===== src/rtl/core/spg_pkg.sv =====
// Package for the shape pixel generator: widths, shape codes, palette and
// the quarter-wave Q1.16 cosine table. No dependencies.
`default_nettype none
package spg_pkg;

  localparam int unsigned MaxDimDef   = 4096;
  localparam int unsigned AngleSteps  = 360;
  localparam int unsigned CoordW      = 14;
  localparam int unsigned SizeW       = 12;
  localparam int unsigned AddrW       = 26;
  localparam int unsigned TrigW       = 18;   // signed Q2.16

  typedef enum logic [2:0] {
    KindPlus    = 3'd0,
    KindOutline = 3'd1,
    KindFilled  = 3'd2,
    KindCircle  = 3'd3,
    KindEllipse = 3'd4
  } shape_kind_e;

  localparam logic [1:0] RegHeight = 2'd0;
  localparam logic [1:0] RegWidth  = 2'd1;
  localparam logic [1:0] RegChans  = 2'd2;
  localparam logic [1:0] RegColor  = 2'd3;

  // palette entry as {c0, c1, c2}
  function automatic logic [23:0] palette(input logic [3:0] idx);
    logic [23:0] v;
    case (idx)
      4'd0: v = 24'h6495ed;
      4'd1: v = 24'h00ff00;
      4'd2: v = 24'hff4500;
      4'd3: v = 24'hffd700;
      4'd4: v = 24'hff00ff;
      4'd5: v = 24'hffdab9;
      4'd6: v = 24'h00008b;
      4'd7: v = 24'h006400;
      4'd8: v = 24'hb03060;
      default: v = 24'h00ffff;
    endcase
    return v;
  endfunction

  // cos(d degrees) for d = 0..90 in unsigned Q1.16; sin(d) = cos(90-d)
  function automatic logic [16:0] qcos(input logic [6:0] d);
    logic [16:0] v;
    case (d)
      7'd0: v = 17'd65536; 7'd1: v = 17'd65526; 7'd2: v = 17'd65496;
      7'd3: v = 17'd65446; 7'd4: v = 17'd65376; 7'd5: v = 17'd65287;
      7'd6: v = 17'd65177; 7'd7: v = 17'd65048; 7'd8: v = 17'd64898;
      7'd9: v = 17'd64729; 7'd10: v = 17'd64540; 7'd11: v = 17'd64332;
      7'd12: v = 17'd64104; 7'd13: v = 17'd63856; 7'd14: v = 17'd63589;
      7'd15: v = 17'd63303; 7'd16: v = 17'd62997; 7'd17: v = 17'd62672;
      7'd18: v = 17'd62328; 7'd19: v = 17'd61966; 7'd20: v = 17'd61584;
      7'd21: v = 17'd61183; 7'd22: v = 17'd60764; 7'd23: v = 17'd60326;
      7'd24: v = 17'd59870; 7'd25: v = 17'd59396; 7'd26: v = 17'd58903;
      7'd27: v = 17'd58393; 7'd28: v = 17'd57865; 7'd29: v = 17'd57319;
      7'd30: v = 17'd56756; 7'd31: v = 17'd56175; 7'd32: v = 17'd55578;
      7'd33: v = 17'd54963; 7'd34: v = 17'd54332; 7'd35: v = 17'd53684;
      7'd36: v = 17'd53020; 7'd37: v = 17'd52339; 7'd38: v = 17'd51643;
      7'd39: v = 17'd50931; 7'd40: v = 17'd50203; 7'd41: v = 17'd49461;
      7'd42: v = 17'd48703; 7'd43: v = 17'd47930; 7'd44: v = 17'd47143;
      7'd45: v = 17'd46341; 7'd46: v = 17'd45525; 7'd47: v = 17'd44695;
      7'd48: v = 17'd43852; 7'd49: v = 17'd42995; 7'd50: v = 17'd42126;
      7'd51: v = 17'd41243; 7'd52: v = 17'd40348; 7'd53: v = 17'd39441;
      7'd54: v = 17'd38521; 7'd55: v = 17'd37590; 7'd56: v = 17'd36647;
      7'd57: v = 17'd35693; 7'd58: v = 17'd34729; 7'd59: v = 17'd33754;
      7'd60: v = 17'd32768; 7'd61: v = 17'd31772; 7'd62: v = 17'd30767;
      7'd63: v = 17'd29753; 7'd64: v = 17'd28729; 7'd65: v = 17'd27697;
      7'd66: v = 17'd26656; 7'd67: v = 17'd25607; 7'd68: v = 17'd24550;
      7'd69: v = 17'd23486; 7'd70: v = 17'd22415; 7'd71: v = 17'd21336;
      7'd72: v = 17'd20252; 7'd73: v = 17'd19161; 7'd74: v = 17'd18064;
      7'd75: v = 17'd16962; 7'd76: v = 17'd15855; 7'd77: v = 17'd14742;
      7'd78: v = 17'd13626; 7'd79: v = 17'd12505; 7'd80: v = 17'd11380;
      7'd81: v = 17'd10252; 7'd82: v = 17'd9121;  7'd83: v = 17'd7987;
      7'd84: v = 17'd6850;  7'd85: v = 17'd5712;  7'd86: v = 17'd4572;
      7'd87: v = 17'd3430;  7'd88: v = 17'd2287;  7'd89: v = 17'd1144;
      default: v = 17'd0;
    endcase
    return v;
  endfunction

endpackage
`default_nettype wire


===== src/rtl/core/spg_trig.sv =====
// Signed Q2.16 cosine and sine of a whole-degree angle, by quadrant folding
// of the quarter-wave table. Depends on spg_pkg.
`default_nettype none
module spg_trig (
  input  logic [8:0]                           angle_i,
  output logic signed [spg_pkg::TrigW-1:0]     cos_o,
  output logic signed [spg_pkg::TrigW-1:0]     sin_o
);
  logic [1:0]  quad;
  logic [6:0]  rem;
  logic [16:0] c_mag;
  logic [16:0] s_mag;

  always_comb begin
    if (angle_i >= 9'd270) begin
      quad = 2'd3; rem = 7'(angle_i - 9'd270);
    end else if (angle_i >= 9'd180) begin
      quad = 2'd2; rem = 7'(angle_i - 9'd180);
    end else if (angle_i >= 9'd90) begin
      quad = 2'd1; rem = 7'(angle_i - 9'd90);
    end else begin
      quad = 2'd0; rem = angle_i[6:0];
    end
    c_mag = spg_pkg::qcos(rem);
    s_mag = spg_pkg::qcos(7'(7'd90 - rem));
    case (quad)
      2'd0: begin
        cos_o = $signed({1'b0, c_mag});  sin_o = $signed({1'b0, s_mag});
      end
      2'd1: begin
        cos_o = -$signed({1'b0, s_mag}); sin_o = $signed({1'b0, c_mag});
      end
      2'd2: begin
        cos_o = -$signed({1'b0, c_mag}); sin_o = -$signed({1'b0, s_mag});
      end
      default: begin
        cos_o = $signed({1'b0, s_mag});  sin_o = -$signed({1'b0, c_mag});
      end
    endcase
  end
endmodule
`default_nettype wire


===== src/rtl/core/shape_pixel_generator.sv =====
// Shape pixel generator: top level with scan sequencer and shared multiplier.
// Depends on spg_pkg and spg_trig.
//
// A load request (op 0) latches a shape of a valid kind and gives no result.
// Each step request (op 1) then yields one candidate pixel with its clip flag,
// byte address, palette bytes and a last-pixel mark. A step on a plus or a
// rectangle passes through StClip and StAddr, on a circle or ellipse through
// StCol, StClip and StAddr: one 16x19 multiplier is shared for the circle
// row term, the column term, then row*width; channel scaling of the address
// parts is a small 2-bit product. The input is stalled while a step is in
// flight, and also while a finished result waits in the output register
// on a stalled output. No memory, no clearing pass.
`default_nettype none
module shape_pixel_generator #(
  parameter int unsigned MaxDim = spg_pkg::MaxDimDef
) (
  input  logic                                clk_i,
  input  logic                                rst_ni,
  input  logic                                psel,
  input  logic                                penable,
  input  logic                                pwrite,
  input  logic [3:0]                          paddr,
  input  logic [31:0]                         pwdata,
  output logic [31:0]                         prdata,
  output logic                                pready,
  input  logic                                in_valid_i,
  output logic                                in_stall_o,
  input  logic                                op_i,
  input  logic [2:0]                          shape_kind_i,
  input  logic signed [spg_pkg::CoordW-1:0]   center_row_i,
  input  logic signed [spg_pkg::CoordW-1:0]   center_col_i,
  input  logic [spg_pkg::SizeW-1:0]           size_a_i,
  input  logic [spg_pkg::SizeW-1:0]           size_b_i,
  input  logic                                centered_i,
  output logic                                out_valid_o,
  input  logic                                out_stall_i,
  output logic                                write_valid_o,
  output logic                                done_res_o,
  output logic [11:0]                         pixel_row_o,
  output logic [11:0]                         pixel_col_o,
  output logic [spg_pkg::AddrW-1:0]           byte_address_o,
  output logic [7:0]                          chan0_o,
  output logic [7:0]                          chan1_o,
  output logic [7:0]                          chan2_o
);
  localparam int unsigned DimW = $clog2(MaxDim + 1);

  typedef enum logic [2:0] {
    StIdle, StCol, StClip, StAddr
  } state_e;

  // configuration
  logic [12:0] height_q, width_q;
  logic [1:0]  chans_q;
  logic [7:0]  color_q;
  logic        wr_en;
  assign pready = 1'b1;
  assign wr_en  = psel & penable & pwrite;

  always_ff @(posedge clk_i or negedge rst_ni) begin
    if (!rst_ni) begin
      height_q <= 13'd512; width_q <= 13'd512; chans_q <= 2'd3; color_q <= 8'd0;
    end else if (wr_en) begin
      unique case (paddr[3:2])
        spg_pkg::RegHeight: height_q <= pwdata[12:0];
        spg_pkg::RegWidth:  width_q  <= pwdata[12:0];
        spg_pkg::RegChans:  chans_q  <= pwdata[1:0];
        default:            color_q  <= pwdata[7:0];
      endcase
    end
  end

  always_comb begin
    unique case (paddr[3:2])
      spg_pkg::RegHeight: prdata = {19'd0, height_q};
      spg_pkg::RegWidth:  prdata = {19'd0, width_q};
      spg_pkg::RegChans:  prdata = {30'd0, chans_q};
      default:            prdata = {24'd0, color_q};
    endcase
  end

  // shape state
  state_e              state_q;
  logic [2:0]          kind_q;
  logic signed [13:0]  srow_q, scol_q;
  logic [12:0]         ext_a_q, ext_b_q;
  logic [13:0]         outer_q, inner_q;
  logic                phase_q, busy_q;
  // step working registers
  logic signed [15:0]  r_q, c_q;
  logic                last_q;
  logic [DimW-1:0]     h_lim, w_lim;
  logic [25:0]         rowbase_q;

  // shared multiplier: signed 16 x signed 19
  logic signed [15:0]  mul_a;
  logic signed [18:0]  mul_b;
  logic signed [34:0]  mul_p;
  assign mul_p = mul_a * mul_b;

  logic signed [spg_pkg::TrigW-1:0] cos_v, sin_v;
  logic [8:0] angle;
  assign angle = 9'(outer_q);
  spg_trig u_trig (.angle_i(angle), .cos_o(cos_v), .sin_o(sin_v));

  assign h_lim = (32'(height_q) > MaxDim) ? DimW'(MaxDim) : DimW'(height_q);
  assign w_lim = (32'(width_q)  > MaxDim) ? DimW'(MaxDim) : DimW'(width_q);

  // truncate toward zero of (p + base*65536)/65536
  function automatic logic signed [15:0] q16(input logic signed [34:0] p,
                                              input logic signed [13:0] base);
    logic signed [35:0] s;
    logic signed [35:0] adj;
    begin
      s   = 36'(p) + {{6{base[13]}}, base, 16'd0};
      adj = s[35] ? s + 36'sd65535 : s;
      return 16'(adj >>> 16);
    end
  endfunction

  // signed 16-bit views of the scan counters and extents
  logic signed [15:0] oi, ii, ea, eb;
  assign oi = $signed({2'b0, outer_q});
  assign ii = $signed({2'b0, inner_q});
  assign ea = $signed({3'b0, ext_a_q});
  assign eb = $signed({3'b0, ext_b_q});

  logic in_acc, clip_ok;
  assign in_acc = in_valid_i && !in_stall_o;
  assign in_stall_o = (state_q != StIdle) || (out_valid_o && out_stall_i);
  assign clip_ok = !r_q[15] && !c_q[15] &&
                   (r_q < $signed({1'b0, 15'(h_lim)})) &&
                   (c_q < $signed({1'b0, 15'(w_lim)}));

  // load-time corner and extent adjustment
  logic signed [13:0] ld_row, ld_col;
  logic [12:0]        ld_a, ld_b;
  logic               kind_ok;
  always_comb begin
    ld_row = center_row_i; ld_col = center_col_i;
    ld_a = {1'b0, size_a_i}; ld_b = {1'b0, size_b_i};
    kind_ok = shape_kind_i <= 3'(spg_pkg::KindEllipse);
    case (shape_kind_i)
      3'(spg_pkg::KindOutline), 3'(spg_pkg::KindFilled): begin
        if (!centered_i) begin
          ld_row = center_row_i + 14'(size_a_i[11:1]) + 14'sd2;
          ld_col = center_col_i + 14'(size_b_i[11:1]) + 14'sd2;
          if (shape_kind_i == 3'(spg_pkg::KindOutline)) begin
            ld_a = 13'(size_a_i) + 13'd2; ld_b = 13'(size_b_i) + 13'd2;
          end
        end
        ld_a = ld_a >> 1; ld_b = ld_b >> 1;
      end
      3'(spg_pkg::KindPlus): begin
        ld_a = 13'(size_a_i[11:1]); ld_b = 13'd0;
      end
      3'(spg_pkg::KindCircle): ld_b = {1'b0, size_a_i};
      default: ;
    endcase
  end

  logic [25:0] col_term;
  assign col_term = 26'(c_q) * 26'(chans_q);

  // palette index: colour mod 10 by reciprocal multiply (exact below 1029)
  logic [15:0] color_prod;
  logic [4:0]  color_div;
  logic [3:0]  color_mod;
  logic [23:0] pal;
  assign color_prod = 16'(color_q) * 16'd205;
  assign color_div  = color_prod[15:11];
  assign color_mod  = 4'(color_q - 8'({color_div, 3'd0}) - 8'({color_div, 1'b0}));
  assign pal = spg_pkg::palette(color_mod);

  always_comb begin
    mul_a = 16'sd0; mul_b = 19'sd0;
    case (state_q)
      StIdle: begin mul_a = ea; mul_b = 19'(cos_v); end
      StCol:  begin mul_a = eb; mul_b = 19'(sin_v); end
      StClip: begin mul_a = r_q; mul_b = $signed({6'd0, 13'(w_lim)}); end
      default: ;
    endcase
  end

  always_ff @(posedge clk_i or negedge rst_ni) begin
    if (!rst_ni) begin
      state_q <= StIdle; kind_q <= 3'd0; srow_q <= '0; scol_q <= '0;
      ext_a_q <= '0; ext_b_q <= '0; outer_q <= '0; inner_q <= '0;
      phase_q <= 1'b0; busy_q <= 1'b0; out_valid_o <= 1'b0;
      r_q <= '0; c_q <= '0; last_q <= 1'b0; rowbase_q <= '0;
      write_valid_o <= 1'b0; done_res_o <= 1'b0;
      pixel_row_o <= '0; pixel_col_o <= '0; byte_address_o <= '0;
      chan0_o <= '0; chan1_o <= '0; chan2_o <= '0;
    end else begin
      if (out_valid_o && !out_stall_i) out_valid_o <= 1'b0;
      unique case (state_q)
        StIdle: begin
          if (in_acc && !op_i) begin
            if (kind_ok) begin
              kind_q <= shape_kind_i; srow_q <= ld_row; scol_q <= ld_col;
              ext_a_q <= ld_a; ext_b_q <= ld_b; outer_q <= '0; inner_q <= '0;
              phase_q <= 1'b0; busy_q <= 1'b1;
            end
          end else if (in_acc && busy_q) begin
            last_q <= 1'b0;
            state_q <= StClip;
            case (kind_q)
              3'(spg_pkg::KindPlus): begin
                if (!phase_q) begin
                  r_q <= 16'(srow_q) + oi - ea; c_q <= 16'(scol_q);
                end else begin
                  r_q <= 16'(srow_q); c_q <= 16'(scol_q) + oi - ea;
                  last_q <= outer_q >= 14'({ext_a_q, 1'b0});
                  outer_q <= outer_q + 14'd1;
                end
                phase_q <= ~phase_q;
              end
              3'(spg_pkg::KindOutline): begin
                if (inner_q == 14'd0) begin
                  r_q <= 16'(srow_q) + oi - ea;
                  c_q <= phase_q ? 16'(scol_q) + eb : 16'(scol_q) - eb;
                  if (phase_q) begin
                    if (outer_q >= 14'({ext_a_q, 1'b0})) begin
                      inner_q <= 14'd1; outer_q <= '0;
                    end else outer_q <= outer_q + 14'd1;
                  end
                end else begin
                  c_q <= 16'(scol_q) + oi - eb;
                  r_q <= phase_q ? 16'(srow_q) + ea : 16'(srow_q) - ea;
                  if (phase_q) begin
                    last_q <= outer_q >= 14'({ext_b_q, 1'b0});
                    outer_q <= outer_q + 14'd1;
                  end
                end
                phase_q <= ~phase_q;
              end
              3'(spg_pkg::KindFilled): begin
                r_q <= 16'(srow_q) + oi - ea;
                c_q <= 16'(scol_q) + ii - eb;
                if (inner_q >= 14'({ext_b_q, 1'b0})) begin
                  last_q <= outer_q >= 14'({ext_a_q, 1'b0});
                  inner_q <= '0; outer_q <= outer_q + 14'd1;
                end else inner_q <= inner_q + 14'd1;
              end
              default: begin
                r_q <= q16(mul_p, srow_q);
                state_q <= StCol;
              end
            endcase
          end
        end
        StCol: begin
          c_q <= q16(mul_p, scol_q);
          last_q <= outer_q >= 14'(spg_pkg::AngleSteps - 1);
          outer_q <= outer_q + 14'd1;
          state_q <= StClip;
        end
        StClip: begin
          rowbase_q <= 26'(mul_p);
          state_q <= StAddr;
        end
        StAddr: begin
          if (last_q) busy_q <= 1'b0;
          write_valid_o <= clip_ok;
          done_res_o <= last_q;
          pixel_row_o <= clip_ok ? r_q[11:0] : 12'd0;
          pixel_col_o <= clip_ok ? c_q[11:0] : 12'd0;
          byte_address_o <= clip_ok ? 26'(rowbase_q * 26'(chans_q) + col_term) : 26'd0;
          chan0_o <= (chans_q > 2'd1) ? pal[23:16] : 8'd0;
          chan1_o <= (chans_q > 2'd1) ? pal[15:8] : 8'd0;
          chan2_o <= (chans_q > 2'd2) ? pal[7:0] : 8'd0;
          out_valid_o <= 1'b1;
          state_q <= StIdle;
        end
        default: state_q <= StIdle;
      endcase
    end
  end

endmodule
`default_nettype wire


===== config.mk =====
export PLATFORM = sky130hd
export DESIGN_NAME = shape_pixel_generator
export DESIGN_NICKNAME = d
export VERILOG_FILES = /design/src/rtl/core/spg_pkg.sv /design/src/rtl/core/spg_trig.sv /design/src/rtl/core/shape_pixel_generator.sv
export SDC_FILE = /design/constraint.sdc
export NUM_CORES = 2
export LEC_CHECK = 0
export BUFFER_PORTS_ARGS = -buffer_cell sky130_fd_sc_hd__clkbuf_2
export CORE_MARGIN = 2
export CORE_UTILIZATION = 45
export CTS_CLUSTER_SIZE = 16
export DETAILED_ROUTE_END_ITERATION = 6
export GPL_ROUTABILITY_DRIVEN = 0
export REMOVE_ABC_BUFFERS = 1
export SKIP_CTS_REPAIR_TIMING = 1
export SLEW_MARGIN = 20
export SYNTH_ARGS = -nofsm -noshare
export SYNTH_HDL_FRONTEND = slang
export SYNTH_MEMORY_MAX_BITS = 65536
export SYNTH_SLANG_ARGS = --single-unit

===== constraint.sdc =====
create_clock -name clk_i -period 20.7 [get_ports clk_i]
set_input_delay 1.035 -clock clk_i [delete_from_list [all_inputs] [get_ports clk_i]]
set_output_delay 1.035 -clock clk_i [all_outputs]
set_load 0.01 [all_outputs]

After elaboration in Yosys (flattened, before gate mapping) --
Memory sizes are Yosys's and may differ from the RTL's. Index checks and enable logic that the tools add are counted.
Word-level totals: bits in registers 262, memory bits (read-only) 4736, input bits 100, word-level logic and storage cells 237, memories 3
Operators by class: reduce and logical (&&, ||, !) cells 44, mux-type cells 81, add/sub/neg operators 32, bitwise gates (word level) 5, equality and inequality tests 27, $mul 4, $lt $le $gt $ge 14
Memory list:
- (name not given) | depth 128, bits a word 17, rd ports 1, clocked after memory_dff 0, wr ports 0, line spg_pkg.sv:47 | case (d)
- (name not given) | depth 128, bits a word 17, rd ports 1, clocked after memory_dff 0, wr ports 0, line spg_pkg.sv:47
- (name not given) | depth 16, bits a word 24, rd ports 1, clocked after memory_dff 0, wr ports 0, line spg_pkg.sv:29 | case (idx)
Operators with widths (number):
- 2-to-1 mux 14 bit | 18
- case mux 16 bit (3 select lines) | 3
- 2-to-1 mux 16 bit | 8
- case mux 18 bit (3 select lines) | 2
- 2-to-1 mux 13 bit | 6
- adder 35 x 30 -> 36 bit | 2
- adder 32 x 17 -> 32 bit (second input constant) | 2
- 2-to-1 mux 32 bit | 2
- subtractor 16 x 14 -> 16 bit | 4
- case mux 19 bit (3 select lines) | 1
- case mux 14 bit (2 select lines) | 2
- adder 14 x 15 -> 16 bit | 3
- greater-or-equal comparator 14 bit | 3
- case mux 14 bit (3 select lines) | 1
- case mux 13 bit (3 select lines) | 1
- negation 17 -> 18 bit | 2
- case mux 12 bit (3 select lines) | 1
- multiplier 16 x 19 -> 35 bit | 1
- < comparator 16 x 14 -> 1 bit | 2
- case mux 16 bit (2 select lines) | 1
- adder 14 x 14 -> 15 bit | 2
- subtractor 14 x 14 -> 15 bit | 2
- adder 14 x 1 -> 14 bit (second input constant) | 2
- adder 14 x 11 -> 14 bit | 2
- 57 further kinds | 134

Depth between registers and ports, before layout --
An unclocked memory read counts as a cell.
depth in word-level cells 14, mapped depth 75

By module --
A second synthesis with hierarchy kept.
Second synthesis, totals: cells, all modules 5949, area total of the unflattened synthesis 47840.9 um^2
Modules (own cells, without submodules):
- shape_pixel_generator | cells each 4646, area an instance 39081.2 um^2, seq. area each 6336.1 um^2, times used 1
- spg_trig | cells each 1303, area an instance 8759.7 um^2, seq. area each 0.0 um^2, times used 1

Worst setup path after synthesis --
No wires, ideal clock.
path type register -> register, from register outer_q[0], to register c_q[8], data arrival time 16.604 ns, setup time 0.131 ns, required time 20.569 ns, stages on the path, launching flop included 68, period minus slack after synthesis 16.735 ns, buffers on the path 9, slack 3.965 ns, cells stage by stage dfrtp_1 -> clkbuf_1 -> inv_2 -> buf_1 -> ha_1 -> a211oi_2 -> a21oi_2 -> a221o_1 -> xnor2_2 -> inv_1 -> buf_2 -> ha_1 -> clkbuf_1 -> clkinv_1 -> ha_1 -> clkbuf_1 -> clkbuf_1 -> clkbuf_1 -> [32 not listed] -> a31oi_1 -> nor2b_1 -> o21a_1 -> o211a_1 -> xor2_1 -> ha_1 -> nor4b_1 -> nand2_1 -> nor3_1 -> a21oi_1 -> o211ai_1 -> nand4_1 -> a21oi_1 -> o21ai_1 -> clkbuf_1 -> or4_1 -> nand3_1 -> o21ai_1
Between the ends: cells in the longest elaborated chain, start to end 14, elaborated cells between the ends (all ways) 36, classes of those cells add/sub (11); mul (1); order compare (3); eq/ne (2); mux (16); reduce/logical (1); memory (2)
RTL lines:
- start, declared | line shape_pixel_generator.sv:87 | logic [13:0] outer_q, inner_q;
- start signal, assigned | line shape_pixel_generator.sv:214 | outer_q <= outer_q + 14'd1;
- start signal, assigned | line shape_pixel_generator.sv:225 | end else outer_q <= outer_q + 14'd1;
- start signal, assigned | line shape_pixel_generator.sv:232 | outer_q <= outer_q + 14'd1;
- greater-or-equal comparator 9 x 7 -> 1 bit or subtractor 7 bit (tied branches) | line spg_trig.sv:19, spg_trig.sv:20
- 2-to-1 mux 7 bit | line spg_trig.sv:19 | end else if (angle_i >= 9'd90) begin
- 2-to-1 mux 7 bit | line spg_trig.sv:17 | end else if (angle_i >= 9'd180) begin
- 2-to-1 mux 7 bit | line spg_trig.sv:15 | if (angle_i >= 9'd270) begin
- subtractor 7 bit | line spg_trig.sv:25 | s_mag = spg_pkg::qcos(7'(7'd90 - rem));
- memory (128 x 17 bit)
- negation 17 -> 18 bit | line spg_trig.sv:31, spg_trig.sv:34
- case mux 18 bit (3 select lines) | line spg_trig.sv:26 | case (quad)
- case mux 19 bit (3 select lines) | line shape_pixel_generator.sv:177 | case (state_q)
- multiplier 16 x 19 -> 35 bit | line shape_pixel_generator.sv:99 | assign mul_p = mul_a * mul_b;
- adder 35 x 30 -> 36 bit | line shape_pixel_generator.sv:115 | s = 36'(p) + {{6{base[13]}}, base, 16'd0};
- adder 32 x 17 -> 32 bit | line shape_pixel_generator.sv:116 | adj = s[35] ? s + 36'sd65535 : s;
- 2-to-1 mux 32 bit | line shape_pixel_generator.sv:116
- case mux 16 bit (2 select lines) (*) | line shape_pixel_generator.sv:196 | unique case (state_q)
- end signal, assigned | line shape_pixel_generator.sv:210 | r_q <= 16'(srow_q) + oi - ea; c_q <= 16'(scol_q);
- end signal, assigned | line shape_pixel_generator.sv:212 | r_q <= 16'(srow_q); c_q <= 16'(scol_q) + oi - ea;
- end signal, assigned | line shape_pixel_generator.sv:221 | c_q <= phase_q ? 16'(scol_q) + eb : 16'(scol_q) - eb;
- end, declared | line shape_pixel_generator.sv:90 | logic signed [15:0] r_q, c_q;
Every way passes the cells marked *; elsewhere a longest branch is shown, timed or not. The select of a mux whose other input is x is not followed. A chain may end at the register's enable or synchronous reset.

Worst setup path after layout --
from register outer_q[2], to register c_q[12]
Same word-level chain as after synthesis.

==> metrics.txt <==
Hold Fails Final Rpt 0; part of the cycle the worst path needs between 80 and 90%; Slowest-stage cell, CP ha_1; cell count after synthesis between 5k and 6k; Synth Warn # 0; multiplexer area fraction after synthesis under 10%; Seq/Total Area, Yosys 13.9%; area delta synth->final 6.92%; die area around 0.10 mm^2; area of the multi-input gates roughly 0.036 mm^2; largest family of logic cells by synthesized area adder cells; final setup vio count 0; All-Layer GR Usage 30.6%; CP Data Arrival Time about 19000 ps; DR iter-0 viols roughly 4.7k; simple logic cell fraction of the synthesized area between 10% and 20%; count leader, synth inv_1; GRT overflow 0; Mapped Area approximately 0.046 mm^2; fraction of registers with async set/reset 100%; # clock sinks between 200 and 300; cell taking the most area after synthesis fa_1; critical path data required time ~21000 ps; Max Slew Vio Count 0; dpl cells about 7.0k; vias in the first global route 40.6k; deepest clock path buffer count 3; fin area approximately 0.049 mm^2; TritonRoute pass-1 iters 7; layout cells sized above 1 a little under a tenth; failing checks design-rule violations; I/O pins 211; Critical Path Most Common Cell inv_1; Worst Path Max Fanout 21; # fillers about 10k; DRC Markers 4; Worst setup EP type flop; RR Startpoint outer_q[2]; non-filler cells, final 7018; Avg WL per Cell around 23 um; largest net degree at the start of global routing between 70 and 80; Synth Flop Type dfrtp_1; clk slew on worst S/H paths ~60 ps; routed wire length 162 mm; Clock Latency Late Sink ~620 ps; Synth Area in Compound Gates 22.6%; global-route wire length before repair roughly 250 mm; synth unique cells about 110; Worst Tran Pin Value between 1000 and 1500 ps; Max Cap Viol 0; adder-cell share of the synthesized area 29.3%; mean number of vias per cell about 6.1; Slew HR a little under a fifth; commonest cells in the synthesized netlist 664 x inv_1, 480 x ha_1, 455 x nand2_1; worst setup path category flop to flop; core area ~0.10 mm^2; CTS tree done; antenna-violating nets left 0; CTS Buf Count 31; clock tree root buffer cell clkbuf_16; Starting Density 45.5%; via count of the routed design between 40k and 50k; final worst path period need between 15000 and 20000 ps; xor/xnor cell area share of the yosys netlist under 10%; Post-DP Area roughly 0.048 mm^2; crit path launch type flop; Post-Route Skew just over 20 ps; worst hold slack 406 ps; synth top area cells fa_1 16%, dfrtp_1 14%, ha_1 13%; outcome complete, but fails checks; initial antenna violation count 1; Worst path max stage delay about 1000 ps; Die Wd 323 um; fmax about 0.054 GHz; DPL Wire Length 127 mm; Synth top area share between 15 and 20%; Post-synth EDFFs 0; Post-Syn Area per Cell 8.15 um^2; synthesized flop and latch total between 200 and 300; register area 0.00634 mm^2; launch point of the worst path outer_q[2]; Site Rows 116; IO Port Bufs 169; Die H approximately 320 um; unrepaired setup endpoints after global routing false; Fin Setup TNS 0 ps; # nets final ~6.6k; Min-Delay Path Class input pin to async pin; htree depth 1
==> metrics by stage <==
step / setup WS [ps] / utilization (%)
5_1_grt: 1010 / 48.6
6_report: 2130 / 48.7
4_1_cts: 2380 / 48.6
3_5_place_dp: 2420 / 47.6
2_1_floorplan: 1810 / -
3_3_place_gp: 2420 / 47.6
==> layout make-up <==
cell class                      instances  share of cell area [%]
Antenna cell                            2                  0.0102
Multi-Input combinational cell       4396                    72.8
Timing Repair Buffer                  279                    3.49
Sequential cell                       253                    13.0
Clock buffer                           41                    1.77
Tap cell                             1357                    3.47
Inverter                              673                    5.17
Clock inverter                         17                   0.351
==> registers in the layout (all words and copies together) (netlist names), 13 cells and up <==
| name | cells |
|---|---|
| c_q | 16 |
| rowbase_q | 26 |
| scol_q | 14 |
| height_q | 13 |
| outer_q | 14 |
| byte_address_o | 26 |
| width_q | 13 |
| inner_q | 14 |
| srow_q | 14 |
| r_q | 16 |
==> path summary, 6_finish.rpt <==
| kind | to | slack, ps | cells after the start |
|---|---|---|---|
| max | c_q[12] | 2130 | 62 |
| min | byte_address_o[13] | 410 | 1 |
| max reg2reg | c_q[12] | 2130 | 62 |
| min reg2reg | write_valid_o | 480 | 1 |
| max in group asynchronous | srow_q[9] | 18120 | 3 |
| min in group clk_i | write_valid_o | 480 | 1 |
==> kinds of logic (layout without fill, tap and decap cells) <==
| family | after synthesis | in the layout |
|---|---|---|
| compound gates | 1512 | 1512 |
| xor+xnor | 281 | 281 |
| fa+ha+maj | 848 | 848 |
| buf+inv | 976 | 1010 |
| flops | 253 | 253 |
| mux | 134 | 134 |
| other cells | 2 | 22 |
| simple gates | 1601 | 1601 |
==> metal layers <==
layer	track usage [%]	vias up	routed length, um
met5	0	-	0
met4	13.1	0	8040
met3	5.05	353	15000
met2	47.0	2112	70200
met1	42.5	20900	68800
li1	-	19600	-
==> layout by cell type, fill, tap and decap left out, drive strengths merged, types with 33 or more instances in the layout <==
cell,n
inv,672
clkbuf,209
nand3,109
nor2b,76
nand2b,61
mux2,69
and3,38
o21bai,51
a221oi,36
nor3,125
o21ai,314
ha,480
nand2,455
xor2,68
o211ai,60
nor2,437
nand4,39
a21oi,358
mux2i,53
fa,368
a211oi,67
and2,122
nor4,33
buf,111
a31oi,55
dfrtp,249
o21a,53
a21o,72
xnor2,213
a22o,51
o221ai,40
==> critical path: cells and delay by family (launching register included) <==
family	cells	cell delay, ps
compound gates	25	6950
buf+inv	10	2290
xor+xnor	4	640
mux	1	180
fa+ha+maj	10	5240
simple gates	12	2230
flops	1	840
Power is not shown: default switching activity piles up to over one toggle a cycle in this logic, so the estimate is an artifact.
